--- config.mk ---
export PLATFORM = sky130hd
export DESIGN_NAME = srtf_tick_scheduler_flat
export DESIGN_NICKNAME = d
export VERILOG_FILES = /design/src/hdl/srtf_pkg.sv /design/src/hdl/srtf_if.sv /design/src/hdl/srtf_tick_scheduler.sv /design/src/hdl/srtf_seq.sv /design/src/flat_wrapper.sv
export VERILOG_INCLUDE_DIRS = /design/src /design/src/hdl
export SDC_FILE = /design/constraint.sdc
export NUM_CORES = 2
export LEC_CHECK = 0
export BUFFER_PORTS_ARGS = -buffer_cell sky130_fd_sc_hd__buf_2
export CAP_MARGIN = 40
export CORE_UTILIZATION = 42
export DETAILED_ROUTE_END_ITERATION = 12
export HOLD_SLACK_MARGIN = 0.05
export PLACE_DENSITY = 0.67
export SLEW_MARGIN = 25
export SYNTH_ARGS = -nofsm -noshare
export SYNTH_HDL_FRONTEND = slang
export SYNTH_SLANG_ARGS = --single-unit
--- constraint.sdc ---
create_clock -name clk -period 22.4 [get_ports clk]
set_clock_uncertainty 0.2 [all_clocks]
set_input_delay 6.72 -clock clk [delete_from_list [all_inputs] [get_ports clk]]
set_output_delay 6.72 -clock clk [all_outputs]
set_load 0.01 [all_outputs]
--- src/hdl/srtf_tick_scheduler_defines.svh ---
// Assertion macros shared by the scheduler RTL.
// Each macro expects signals named clk and rst_n in the including scope.
`ifndef SRTF_TICK_SCHEDULER_DEFINES_SVH
`define SRTF_TICK_SCHEDULER_DEFINES_SVH

// Same-cycle implication, checked outside reset.
`define SRTF_ASSERT_IMP(lbl, ante, cons, msg) \
    lbl: assert property (@(posedge clk) disable iff (!rst_n) (ante) |-> (cons)) \
        else $error(msg);

// Next-cycle implication, checked outside reset.
`define SRTF_ASSERT_NXT(lbl, ante, cons, msg) \
    lbl: assert property (@(posedge clk) disable iff (!rst_n) (ante) |=> (cons)) \
        else $error(msg);

`endif

--- src/hdl/srtf_pkg.sv ---
// Shared constants, types and the sequencer microcode for the SRTF scheduler.
// No dependencies; every other file but the assertion macro header imports this package.
`default_nettype none

package srtf_pkg;

    localparam int MAX_ENTRIES_DEF = 16;
    localparam int TIME_BITS_DEF   = 16;

    localparam int OP_W     = 2;
    localparam int INDEX_W  = 4;
    localparam int FIELD_W  = 16;
    localparam int PCOUNT_W = 5;
    localparam int STEP_W   = 4;

    typedef enum logic [OP_W-1:0] {
        OP_LOAD  = 2'd0,
        OP_TICK  = 2'd1,
        OP_STATS = 2'd2,
        OP_NONE  = 2'd3
    } srtf_op_t;

    typedef enum logic [2:0] {
        C_NEXT,
        C_ALWAYS,
        C_TICK,
        C_LOAD,
        C_EMPTY,
        C_MORE
    } srtf_cond_t;

    localparam logic [STEP_W-1:0] STEP_WAIT   = 4'd0;
    localparam logic [STEP_W-1:0] STEP_DECODE = 4'd1;
    localparam logic [STEP_W-1:0] STEP_BRANCH = 4'd2;
    localparam logic [STEP_W-1:0] STEP_INFO   = 4'd3;
    localparam logic [STEP_W-1:0] STEP_LOAD   = 4'd4;
    localparam logic [STEP_W-1:0] STEP_TSTART = 4'd5;
    localparam logic [STEP_W-1:0] STEP_SCAN   = 4'd6;
    localparam logic [STEP_W-1:0] STEP_DRAIN  = 4'd7;
    localparam logic [STEP_W-1:0] STEP_FIN    = 4'd8;

    typedef struct packed {
        logic              wait_in;
        logic              wait_out;
        logic              rd_idx;
        logic              scan_init;
        logic              scan_rd;
        logic              wr_load;
        logic              res_info;
        logic              tick_fin;
        srtf_cond_t        cond;
        logic [STEP_W-1:0] target;
    } srtf_uword_t;

    typedef struct packed {
        logic in_valid;
        logic ok_out;
        logic is_tick;
        logic is_load;
        logic is_empty;
        logic more;
    } srtf_stat_t;

    typedef struct packed {
        logic in_ready;
        logic rd_idx;
        logic scan_init;
        logic scan_rd;
        logic wr_load;
        logic res_info;
        logic tick_fin;
    } srtf_ctrl_t;

    function automatic srtf_uword_t srtf_ucode(input logic [STEP_W-1:0] step);
        srtf_uword_t w;
        w = '0;
        w.cond = C_NEXT;
        case (step)
            STEP_WAIT:
            begin
                w.wait_in = 1'b1;
            end
            STEP_DECODE:
            begin
                w.rd_idx = 1'b1;
                w.cond   = C_TICK;
                w.target = STEP_TSTART;
            end
            STEP_BRANCH:
            begin
                w.cond   = C_LOAD;
                w.target = STEP_LOAD;
            end
            STEP_INFO:
            begin
                w.wait_out = 1'b1;
                w.res_info = 1'b1;
                w.cond     = C_ALWAYS;
                w.target   = STEP_WAIT;
            end
            STEP_LOAD:
            begin
                w.wait_out = 1'b1;
                w.wr_load  = 1'b1;
                w.res_info = 1'b1;
                w.cond     = C_ALWAYS;
                w.target   = STEP_WAIT;
            end
            STEP_TSTART:
            begin
                w.scan_init = 1'b1;
                w.cond      = C_EMPTY;
                w.target    = STEP_FIN;
            end
            STEP_SCAN:
            begin
                w.scan_rd = 1'b1;
                w.cond    = C_MORE;
                w.target  = STEP_SCAN;
            end
            STEP_DRAIN:
            begin
                w.cond = C_NEXT;
            end
            STEP_FIN:
            begin
                w.wait_out = 1'b1;
                w.tick_fin = 1'b1;
                w.cond     = C_ALWAYS;
                w.target   = STEP_WAIT;
            end
            default:
            begin
                w.cond   = C_ALWAYS;
                w.target = STEP_WAIT;
            end
        endcase
        return w;
    endfunction

endpackage

`default_nettype wire

--- src/hdl/srtf_if.sv ---
// Request and response channel interfaces with valid/ready handshake.
// Depends on srtf_pkg for the field widths.
`default_nettype none

interface srtf_req_if;
    import srtf_pkg::*;

    logic               valid;
    logic               ready;
    logic [OP_W-1:0]    operation;
    logic [INDEX_W-1:0] entry_index;
    logic [FIELD_W-1:0] arrival_time;
    logic [FIELD_W-1:0] burst_length;

    modport source (output valid, operation, entry_index, arrival_time, burst_length,
                    input ready);
    modport sink (input valid, operation, entry_index, arrival_time, burst_length,
                  output ready);
endinterface

interface srtf_rsp_if;
    import srtf_pkg::*;

    logic               valid;
    logic               ready;
    logic [FIELD_W-1:0] tick_time;
    logic               is_idle;
    logic [INDEX_W-1:0] chosen_index;
    logic [FIELD_W-1:0] turnaround_count;
    logic [FIELD_W-1:0] waiting_count;
    logic [FIELD_W-1:0] remaining_left;

    modport source (output valid, tick_time, is_idle, chosen_index, turnaround_count,
                    waiting_count, remaining_left, input ready);
    modport sink (input valid, tick_time, is_idle, chosen_index, turnaround_count,
                  waiting_count, remaining_left, output ready);
endinterface

`default_nettype wire

--- src/hdl/srtf_tick_scheduler.sv ---
// A load, stats or unknown request passes through the decode and branch steps to the load or
// info step, which registers its result once the output register is free. A tick scans
// N = min(process_count, MAX_ENTRIES) entries of the process table, which has one read and one
// write port, one entry per cycle, then drains and finishes; with N of 0 it skips the scan.
// One request at a time; the next is taken the cycle after a result is registered, even while
// it waits. Reset clears time, process_count and control; the table is undefined until loaded.
`default_nettype none
`include "srtf_tick_scheduler_defines.svh"

module srtf_tick_scheduler #(
    parameter int MAX_ENTRIES = srtf_pkg::MAX_ENTRIES_DEF,
    parameter int TIME_BITS   = srtf_pkg::TIME_BITS_DEF
) (
    input  wire                            clk,
    input  wire                            rst_n,
    input  wire                            cfg_write_en,
    input  wire [srtf_pkg::PCOUNT_W-1:0]   cfg_write_data,
    srtf_req_if.sink                       req,
    srtf_rsp_if.source                     rsp
);
    import srtf_pkg::*;

    localparam int IDX_W = (MAX_ENTRIES > 1) ? $clog2(MAX_ENTRIES) : 1;
    localparam int CNT_W = $clog2(MAX_ENTRIES + 1);

    srtf_stat_t stat;
    srtf_ctrl_t ctrl;

    srtf_seq u_seq (
        .clk   (clk),
        .rst_n (rst_n),
        .stat  (stat),
        .ctrl  (ctrl)
    );

    // Configuration and time.
    logic [PCOUNT_W-1:0]  process_count_reg;
    logic [TIME_BITS-1:0] time_now_reg;
    logic [TIME_BITS-1:0] time_now_next;
    logic [CNT_W-1:0]     scan_count;

    // Latched request.
    logic [OP_W-1:0]      req_op_reg;
    logic [INDEX_W-1:0]   req_idx_reg;
    logic [TIME_BITS-1:0] req_arr_reg;
    logic [TIME_BITS-1:0] req_burst_reg;
    logic                 req_accept;
    logic                 idx_ok;
    logic [IDX_W-1:0]     req_addr;

    // Process table.
    logic [TIME_BITS-1:0] arr_mem [MAX_ENTRIES];
    logic [TIME_BITS-1:0] rem_mem [MAX_ENTRIES];
    logic [TIME_BITS-1:0] trn_mem [MAX_ENTRIES];
    logic [TIME_BITS-1:0] wt_mem  [MAX_ENTRIES];
    logic [TIME_BITS-1:0] rd_arr_reg;
    logic [TIME_BITS-1:0] rd_rem_reg;
    logic [TIME_BITS-1:0] rd_trn_reg;
    logic [TIME_BITS-1:0] rd_wt_reg;
    logic                 rd_en;
    logic [IDX_W-1:0]     rd_addr;
    logic                 wr_en;
    logic [IDX_W-1:0]     wr_addr;
    logic [TIME_BITS-1:0] wr_arr;
    logic [TIME_BITS-1:0] wr_rem;
    logic [TIME_BITS-1:0] wr_trn;
    logic [TIME_BITS-1:0] wr_wt;

    // Scan state.
    logic [CNT_W-1:0]     rd_ptr_reg;
    logic                 pv_reg;
    logic [IDX_W-1:0]     pidx_reg;
    logic                 found_reg;
    logic [IDX_W-1:0]     best_idx_reg;
    logic [TIME_BITS-1:0] best_arr_reg;
    logic [TIME_BITS-1:0] best_rem_reg;
    logic [TIME_BITS-1:0] best_trn_reg;
    logic [TIME_BITS-1:0] best_wt_reg;
    logic                 active;
    logic                 better;
    logic [TIME_BITS-1:0] trn_inc;
    logic [TIME_BITS-1:0] wt_inc;
    logic [TIME_BITS-1:0] best_trn_inc;

    // Output register.
    logic                 out_valid_reg;
    logic                 out_valid_next;
    logic [FIELD_W-1:0]   out_time_reg;
    logic                 out_idle_reg;
    logic [INDEX_W-1:0]   out_chosen_reg;
    logic [FIELD_W-1:0]   out_trn_reg;
    logic [FIELD_W-1:0]   out_wt_reg;
    logic [FIELD_W-1:0]   out_rem_reg;
    logic                 ok_out;

    assign req.ready  = ctrl.in_ready;
    assign req_accept = req.valid && req.ready;
    assign ok_out     = !out_valid_reg || rsp.ready;

    always_comb
    begin
        if (32'(process_count_reg) > 32'(MAX_ENTRIES))
        begin
            scan_count = CNT_W'(MAX_ENTRIES);
        end
        else
        begin
            scan_count = CNT_W'(process_count_reg);
        end
    end

    assign idx_ok   = 32'(req_idx_reg) < 32'(MAX_ENTRIES);
    assign req_addr = IDX_W'(req_idx_reg);

    assign stat.in_valid = req.valid;
    assign stat.ok_out   = ok_out;
    assign stat.is_tick  = req_op_reg == OP_TICK;
    assign stat.is_load  = req_op_reg == OP_LOAD;
    assign stat.is_empty = scan_count == '0;
    assign stat.more     = ((CNT_W+1)'(rd_ptr_reg) + 1'b1) < (CNT_W+1)'(scan_count);

    assign time_now_next = (time_now_reg == '1) ? time_now_reg : time_now_reg + 1'b1;

    always_ff @(posedge clk or negedge rst_n)
    begin
        if (!rst_n)
        begin
            process_count_reg <= '0;
            time_now_reg      <= '0;
        end
        else
        begin
            if (cfg_write_en)
            begin
                process_count_reg <= cfg_write_data;
            end
            if (ctrl.tick_fin)
            begin
                time_now_reg <= time_now_next;
            end
        end
    end

    always_ff @(posedge clk)
    begin
        if (req_accept)
        begin
            req_op_reg    <= req.operation;
            req_idx_reg   <= req.entry_index;
            req_arr_reg   <= TIME_BITS'(req.arrival_time);
            req_burst_reg <= TIME_BITS'(req.burst_length);
        end
    end

    // Entry evaluation for the word read in the previous scan cycle.
    always_comb
    begin
        active = (rd_arr_reg <= time_now_reg) && (rd_rem_reg != '0);
        better = !found_reg || (rd_rem_reg < best_rem_reg) ||
                 ((rd_rem_reg == best_rem_reg) && (rd_arr_reg < best_arr_reg));
        trn_inc      = (rd_trn_reg == '1) ? rd_trn_reg : rd_trn_reg + 1'b1;
        wt_inc       = (rd_wt_reg == '1) ? rd_wt_reg : rd_wt_reg + 1'b1;
        best_trn_inc = (best_trn_reg == '1) ? best_trn_reg : best_trn_reg + 1'b1;
    end

    assign rd_en   = ctrl.rd_idx || ctrl.scan_rd;
    assign rd_addr = ctrl.scan_rd ? rd_ptr_reg[IDX_W-1:0] : req_addr;

    // Every active entry is written back with both counters bumped during the scan.
    // The winner is then rewritten from its captured original record, so it gets
    // the turnaround count but not the waiting count.
    always_comb
    begin
        wr_en   = 1'b0;
        wr_addr = req_addr;
        wr_arr  = req_arr_reg;
        wr_rem  = req_burst_reg;
        wr_trn  = '0;
        wr_wt   = '0;
        if (ctrl.wr_load)
        begin
            wr_en = idx_ok;
        end
        else if (pv_reg && active)
        begin
            wr_en   = 1'b1;
            wr_addr = pidx_reg;
            wr_arr  = rd_arr_reg;
            wr_rem  = rd_rem_reg;
            wr_trn  = trn_inc;
            wr_wt   = wt_inc;
        end
        else if (ctrl.tick_fin && found_reg)
        begin
            wr_en   = 1'b1;
            wr_addr = best_idx_reg;
            wr_arr  = best_arr_reg;
            wr_rem  = best_rem_reg - 1'b1;
            wr_trn  = best_trn_inc;
            wr_wt   = best_wt_reg;
        end
    end

    always_ff @(posedge clk)
    begin
        if (wr_en)
        begin
            arr_mem[wr_addr] <= wr_arr;
            rem_mem[wr_addr] <= wr_rem;
            trn_mem[wr_addr] <= wr_trn;
            wt_mem[wr_addr]  <= wr_wt;
        end
        if (rd_en)
        begin
            rd_arr_reg <= arr_mem[rd_addr];
            rd_rem_reg <= rem_mem[rd_addr];
            rd_trn_reg <= trn_mem[rd_addr];
            rd_wt_reg  <= wt_mem[rd_addr];
        end
    end

    always_ff @(posedge clk or negedge rst_n)
    begin
        if (!rst_n)
        begin
            rd_ptr_reg <= '0;
            pv_reg     <= 1'b0;
            found_reg  <= 1'b0;
        end
        else
        begin
            pv_reg <= ctrl.scan_rd;
            if (ctrl.scan_init)
            begin
                rd_ptr_reg <= '0;
                found_reg  <= 1'b0;
            end
            else
            begin
                if (ctrl.scan_rd)
                begin
                    rd_ptr_reg <= rd_ptr_reg + 1'b1;
                end
                if (pv_reg && active && better)
                begin
                    found_reg <= 1'b1;
                end
            end
        end
    end

    always_ff @(posedge clk)
    begin
        if (ctrl.scan_rd)
        begin
            pidx_reg <= rd_ptr_reg[IDX_W-1:0];
        end
        if (pv_reg && active && better)
        begin
            best_idx_reg <= pidx_reg;
            best_arr_reg <= rd_arr_reg;
            best_rem_reg <= rd_rem_reg;
            best_trn_reg <= rd_trn_reg;
            best_wt_reg  <= rd_wt_reg;
        end
    end

    // Result register.
    always_comb
    begin
        if (ctrl.res_info || ctrl.tick_fin)
        begin
            out_valid_next = 1'b1;
        end
        else if (rsp.ready)
        begin
            out_valid_next = 1'b0;
        end
        else
        begin
            out_valid_next = out_valid_reg;
        end
    end

    always_ff @(posedge clk or negedge rst_n)
    begin
        if (!rst_n)
        begin
            out_valid_reg <= 1'b0;
        end
        else
        begin
            out_valid_reg <= out_valid_next;
        end
    end

    always_ff @(posedge clk)
    begin
        if (ctrl.res_info)
        begin
            out_time_reg   <= FIELD_W'(time_now_reg);
            out_idle_reg   <= 1'b0;
            out_chosen_reg <= '0;
            if ((req_op_reg == OP_STATS) && idx_ok)
            begin
                out_trn_reg <= FIELD_W'(rd_trn_reg);
                out_wt_reg  <= FIELD_W'(rd_wt_reg);
                out_rem_reg <= FIELD_W'(rd_rem_reg);
            end
            else
            begin
                out_trn_reg <= '0;
                out_wt_reg  <= '0;
                out_rem_reg <= '0;
            end
        end
        else if (ctrl.tick_fin)
        begin
            out_time_reg   <= FIELD_W'(time_now_reg);
            out_idle_reg   <= !found_reg;
            out_chosen_reg <= found_reg ? INDEX_W'(best_idx_reg) : '0;
            out_trn_reg    <= '0;
            out_wt_reg     <= '0;
            out_rem_reg    <= '0;
        end
    end

    assign rsp.valid            = out_valid_reg;
    assign rsp.tick_time        = out_time_reg;
    assign rsp.is_idle          = out_idle_reg;
    assign rsp.chosen_index     = out_chosen_reg;
    assign rsp.turnaround_count = out_trn_reg;
    assign rsp.waiting_count    = out_wt_reg;
    assign rsp.remaining_left   = out_rem_reg;

    `SRTF_ASSERT_NXT(a_time_step, ctrl.tick_fin && (time_now_reg != '1),
        time_now_reg == $past(time_now_reg) + 1'b1, "tick did not advance time by one")
    `SRTF_ASSERT_IMP(a_out_free, ctrl.res_info || ctrl.tick_fin,
        !out_valid_reg || rsp.ready, "result written over an undelivered result")
    `SRTF_ASSERT_IMP(a_port_clash, pv_reg,
        !ctrl.wr_load && !ctrl.tick_fin, "scan write-back collides with another write")
    `SRTF_ASSERT_IMP(a_scan_range, pv_reg,
        (CNT_W+1)'(pidx_reg) < (CNT_W+1)'(scan_count), "scan visited an entry out of range")

endmodule

`default_nettype wire

--- src/hdl/srtf_seq.sv ---
// Microcoded sequencer: step counter, microcode table and conditional jumps.
// Depends on srtf_pkg for the control word, status and control types.
`default_nettype none

module srtf_seq (
    input  wire                     clk,
    input  wire                     rst_n,
    input  srtf_pkg::srtf_stat_t    stat,
    output srtf_pkg::srtf_ctrl_t    ctrl
);
    import srtf_pkg::*;

    logic [STEP_W-1:0] step_reg;
    logic [STEP_W-1:0] step_next;
    srtf_uword_t       uw;
    logic              hold;
    logic              take;

    always_comb
    begin
        uw   = srtf_ucode(step_reg);
        // A step that waits on a channel neither acts nor advances.
        hold = (uw.wait_in && !stat.in_valid) || (uw.wait_out && !stat.ok_out);
        case (uw.cond)
            C_NEXT:   take = 1'b0;
            C_ALWAYS: take = 1'b1;
            C_TICK:   take = stat.is_tick;
            C_LOAD:   take = stat.is_load;
            C_EMPTY:  take = stat.is_empty;
            C_MORE:   take = stat.more;
            default:  take = 1'b1;
        endcase
        if (hold)
        begin
            step_next = step_reg;
        end
        else if (take)
        begin
            step_next = uw.target;
        end
        else
        begin
            step_next = step_reg + 1'b1;
        end
        ctrl.in_ready  = uw.wait_in;
        ctrl.rd_idx    = uw.rd_idx && !hold;
        ctrl.scan_init = uw.scan_init && !hold;
        ctrl.scan_rd   = uw.scan_rd && !hold;
        ctrl.wr_load   = uw.wr_load && !hold;
        ctrl.res_info  = uw.res_info && !hold;
        ctrl.tick_fin  = uw.tick_fin && !hold;
    end

    always_ff @(posedge clk or negedge rst_n)
    begin
        if (!rst_n)
        begin
            step_reg <= STEP_WAIT;
        end
        else
        begin
            step_reg <= step_next;
        end
    end

endmodule

`default_nettype wire
--- src/flat_wrapper.sv ---
// flat-port wrapper written by rule: the top's interface ports become plain ports
module srtf_tick_scheduler_flat import srtf_pkg::*;
#(
    parameter int MAX_ENTRIES = srtf_pkg::MAX_ENTRIES_DEF,
    parameter int TIME_BITS   = srtf_pkg::TIME_BITS_DEF
)
  (clk, rst_n, cfg_write_en, cfg_write_data, req_valid, req_operation, req_entry_index, req_arrival_time, req_burst_length, req_ready, rsp_valid, rsp_tick_time, rsp_is_idle, rsp_chosen_index, rsp_turnaround_count, rsp_waiting_count, rsp_remaining_left, rsp_ready);
  srtf_req_if req_i ();
  srtf_rsp_if rsp_i ();
  input  wire clk;
  input  wire rst_n;
  input  wire cfg_write_en;
  input  wire [srtf_pkg::PCOUNT_W-1:0] cfg_write_data;
  input wire logic [$bits(req_i.valid)-1:0] req_valid;
  input wire logic [$bits(req_i.operation)-1:0] req_operation;
  input wire logic [$bits(req_i.entry_index)-1:0] req_entry_index;
  input wire logic [$bits(req_i.arrival_time)-1:0] req_arrival_time;
  input wire logic [$bits(req_i.burst_length)-1:0] req_burst_length;
  output wire logic [$bits(req_i.ready)-1:0] req_ready;
  output wire logic [$bits(rsp_i.valid)-1:0] rsp_valid;
  output wire logic [$bits(rsp_i.tick_time)-1:0] rsp_tick_time;
  output wire logic [$bits(rsp_i.is_idle)-1:0] rsp_is_idle;
  output wire logic [$bits(rsp_i.chosen_index)-1:0] rsp_chosen_index;
  output wire logic [$bits(rsp_i.turnaround_count)-1:0] rsp_turnaround_count;
  output wire logic [$bits(rsp_i.waiting_count)-1:0] rsp_waiting_count;
  output wire logic [$bits(rsp_i.remaining_left)-1:0] rsp_remaining_left;
  input wire logic [$bits(rsp_i.ready)-1:0] rsp_ready;
  assign req_i.valid = req_valid;
  assign req_i.operation = req_operation;
  assign req_i.entry_index = req_entry_index;
  assign req_i.arrival_time = req_arrival_time;
  assign req_i.burst_length = req_burst_length;
  assign req_ready = req_i.ready;
  assign rsp_valid = rsp_i.valid;
  assign rsp_tick_time = rsp_i.tick_time;
  assign rsp_is_idle = rsp_i.is_idle;
  assign rsp_chosen_index = rsp_i.chosen_index;
  assign rsp_turnaround_count = rsp_i.turnaround_count;
  assign rsp_waiting_count = rsp_i.waiting_count;
  assign rsp_remaining_left = rsp_i.remaining_left;
  assign rsp_i.ready = rsp_ready;
  srtf_tick_scheduler #(.MAX_ENTRIES(MAX_ENTRIES), .TIME_BITS(TIME_BITS)) u_core (.clk(clk), .rst_n(rst_n), .cfg_write_en(cfg_write_en), .cfg_write_data(cfg_write_data), .req(req_i), .rsp(rsp_i));
endmodule
==> flow_summary.yaml <==
sta:
  tightest_slew_ps: 903
  rsz_0062_raised_after_global_routing: "false"
  period_share_pct: 47.0
  final_max_slew_viol_count: 0
  timing.max_slew.rel_slack_pct: 39.8
  min_period_ps: 10530
  whs_ps: 238
  setup-tns-final_ps: 0
  timing.final.setup_violations: 0
  maxClockFrequency_mhz: 95.0
  final_hold_violation_count: 0
grt:
  grt_antenna_before_repair: 3
  grt_first_pass_wirelength_mm: 191
  first_global_vias: 29000
  grt_max_degree: 144
  global_route.overflow_total: 0
  groute.usage.overall_pct: 20.7
power:
  power.ir.vdd_worst_uv: 98.1
  share_of_power_burned_in_the_clock_network_pct: 32.6
  switching_share_pct: 29.6
  cellLeakagePower_nw: 20.4
  power_frac_seq_pct: 47.6
  power_frac_comb_pct: 19.8
  internal-power_w: 0.00473
  power_density_nw_per_um2: 112
  power_switching_w: 0.00199
synthesis:
  mappedNetlistNets: 3331
  syn_avg_cell_area_um2: 16.1
  syn-cell-area_um2: 51800
  yosys-top-cells-area: "edfxtp_1, mux4_2, nand2_1"
  number_of_enable_type_register_cells_in_the_synthesized_netlist: 1262
  yosysSeqAreaShare_pct: 74.9
  synth_top_flop_cell: "edfxtp_1"
  synth_cells: 3222
  number_of_unique_standard_cell_types_used_by_synthesis: 72
  yosys_warnings: 0
  synth_seq_cells: 1300
  asyncSetResetFlopFracSynth_pct: 2.54
  synth.top_cell.area_share_pct: 73.1
  synthTopCellsByCount: "edfxtp_1, nand2_1, nand3_1, mux4_2, clkbuf_1"
  synth.most_common_cell: "edfxtp_1"
  yosys.area.top_type: "edfxtp_1"
floorplanning:
  coreArea_um2: 122000
  die_h_um: 353
  fp-row-count: 128
  floorplan.io_pins: 119
  fp.dieArea_um2: 125000
  dieWidth_um: 353
  start_util_pct: 42.5
critical_path:
  timing.critical_path.slowest_cell_delay_ps: 710
  startpoint_class_of_the_critical_path: "input pin"
  cp_common_cell: "buf_4"
  required_ps: 22550
  critPathMaxFanout: 44
  reg2reg_from: "u_core.rd_rem_reg[15]$_DFFE_PP_"
  cp_top_family: "buffers and inverters"
  crit-reg2reg-capture: "u_core.wt_mem[1][8]$_DFFE_PP_"
  timing.critical_path.cells: "buf_2 > and3b_1 > nor3_1 > nand2_1 > o21ai_4 > buf_4 > a222oi_1 > buf_4 > nor4b_2 > buf_4 > buf_4"
  timing.critical_path.to_type: "flip-flop"
  flop_to_flop_setup_slack_ps: 16840
  cell_with_the_biggest_individual_delay_on_the_critical_path: "buf_4"
  path_class: "in2reg"
  ff2ff_path_depth: 10
  arrival_ps: 10680
  worst-path-buf-inv: 5
min_path:
  hold_end: "u_core.rsp.chosen_index[2]$_SDFFE_PP0P_"
  startpoint_of_the_lowest_slack_hold_path: "u_core.rsp.chosen_index[2]$_SDFFE_PP0P_"
  hold_depth: 2
  worstHoldPathType: "reg2reg"
clocking:
  clock_tree.htree_level_count: 4
  cts_tree: "yes"
  clock_tree.buffer_depth: 3
  cts-resized-gates: 0
  tritoncts_num_sinks: 1300
  clock_latency_ps: 750
  numCtsBuffers: 132
  cts-hold-fix-buffers: 0
  clkTransAtPathRegs_ps: 60
  cts_post_setup_buffers_inserted: 0
  cts_root_buffer: "clkbuf_16"
finish:
  flow.area_growth_from_synthesis_pct: 15.3
  design.final.nets: 3560
  finalInstanceArea_um2: 59700
  post_route_cells_drive_above_1_share_pct: 17.9
  n_antenna_cell: 0
drt:
  post_detailed_route_drc_marker_count: 0
  first_iter_violations: 3460
  ant_nets: 0
  drt_pre_antenna_iters: 6
  post_drt_via_cell_ratio: 5.78
  num_vias: 29900
  drt-wirelength-per-cell_um: 25.1
  routed_wl_mm: 130
placed_design:
  globalplace.congestion: 0.824
  post-dp-hpwl_mm: 72.3
  quantity_of_i_o_buffers_inserted_on_ports: 118
  placedInstanceArea_um2: 55300
run_status:
  status: "finished clean"
run:
  max_cap_viols: 0
==> logic make-up (layout without fill, tap and decap cells) <==
logic type	count (synthesis)	count (layout)	share of synthesized area [%]
DFF	1300	1300	74.9
adders and majority gates	61	61	1.47
and+or+nand+nor	1053	1053	9.27
AOI/OAI and AO/OA	312	312	4.36
muxes	214	214	7.25
xor gates and xnor gates	62	62	1.05
buffers and inverters	220	551	1.69
==> power by group through the flow <==
stage	logic (W)	clock network, W	registers [W]
detailed placement	0.00133	0	0.00324
CTS	0.00133	0.00222	0.00320
finish	0.00133	0.00219	0.00320
floorplan	0.000795	0	0.00322
global route	0.00144	0.00231	0.00322
global placement	0.00127	0	0.00325
==> per-layer routing <==
layer	GRT usage [%]	routed length, um	vias up
met5	0	10	-
met4	5.95	3020	2
met3	3.50	11200	208
met2	32.5	61100	1442
met1	29.6	54700	15300
li1	-	-	13000
==> layout make-up <==
cell class,count,area (um^2)
flip-flops and latches,1300,38800
clock inverters,80,870
inverters,66,249
clock buffers,156,3410
multi-input cells,1702,12500
well taps,1625,2030
fillers,10100,62300
repair buffers,249,1860
==> through the flow <==
step,instances,power [W],utilization [%],worst slack (ps)
after floorplan,3222,0.00401,-,6830
after global placement,4911,0.00452,45.0,11200
after detailed placement,4932,0.00457,45.3,11170
after CTS,5168,0.00675,48.8,11930
after global routing,5178,0.00697,49.0,11640
final,5178,0.00672,49.0,11870
==> worst reg2reg max path, cell delays in order (launching register included) <==
cell	delay [ps]
edfxtp_1	680
nor4_1	120
a41oi_1	560
o311ai_1	350
o31ai_4	240
buf_4	370
o21ai_4	90
buf_4	320
a21oi_1	650
and4b_4	850
buf_4	710
==> worst max path at each step <==
stage | startpoint | endpoint | slack [ps] | cells past startpoint
5_1_grt | rsp_ready | u_core.wt_mem[2][6]$_DFFE_PP_ | 11640 | 11
3_5_place_dp | rsp_ready | u_core.arr_mem[2][11]$_DFFE_PP_ | 11170 | 11
6_report | rsp_ready | u_core.wt_mem[2][6]$_DFFE_PP_ | 11870 | 11
3_3_place_gp | rsp_ready | u_core.wt_mem[1][4]$_DFFE_PP_ | 11200 | 9
4_1_cts | rsp_ready | u_core.wt_mem[2][6]$_DFFE_PP_ | 11930 | 11
2_1_floorplan | rsp_ready | u_core.arr_mem[9][0]$_DFFE_PP_ | 6830 | 6
==> cells in the final DEF, fill, tap and decap left out, types with 72 or more instances in the layout <==
| cell | Yosys | layout |
|---|---|---|
| nand2_1 | 552 | 552 |
| buf_2 | 18 | 122 |
| nand4_1 | 86 | 86 |
| mux4_2 | 128 | 128 |
| clkbuf_16 | 0 | 133 |
| mux2i_1 | 76 | 72 |
| buf_4 | 8 | 106 |
| nand3_1 | 158 | 158 |
| edfxtp_1 | 1262 | 1262 |
| nor2_1 | 104 | 93 |
No activity file was read; power rests on OpenSTA's default activity.
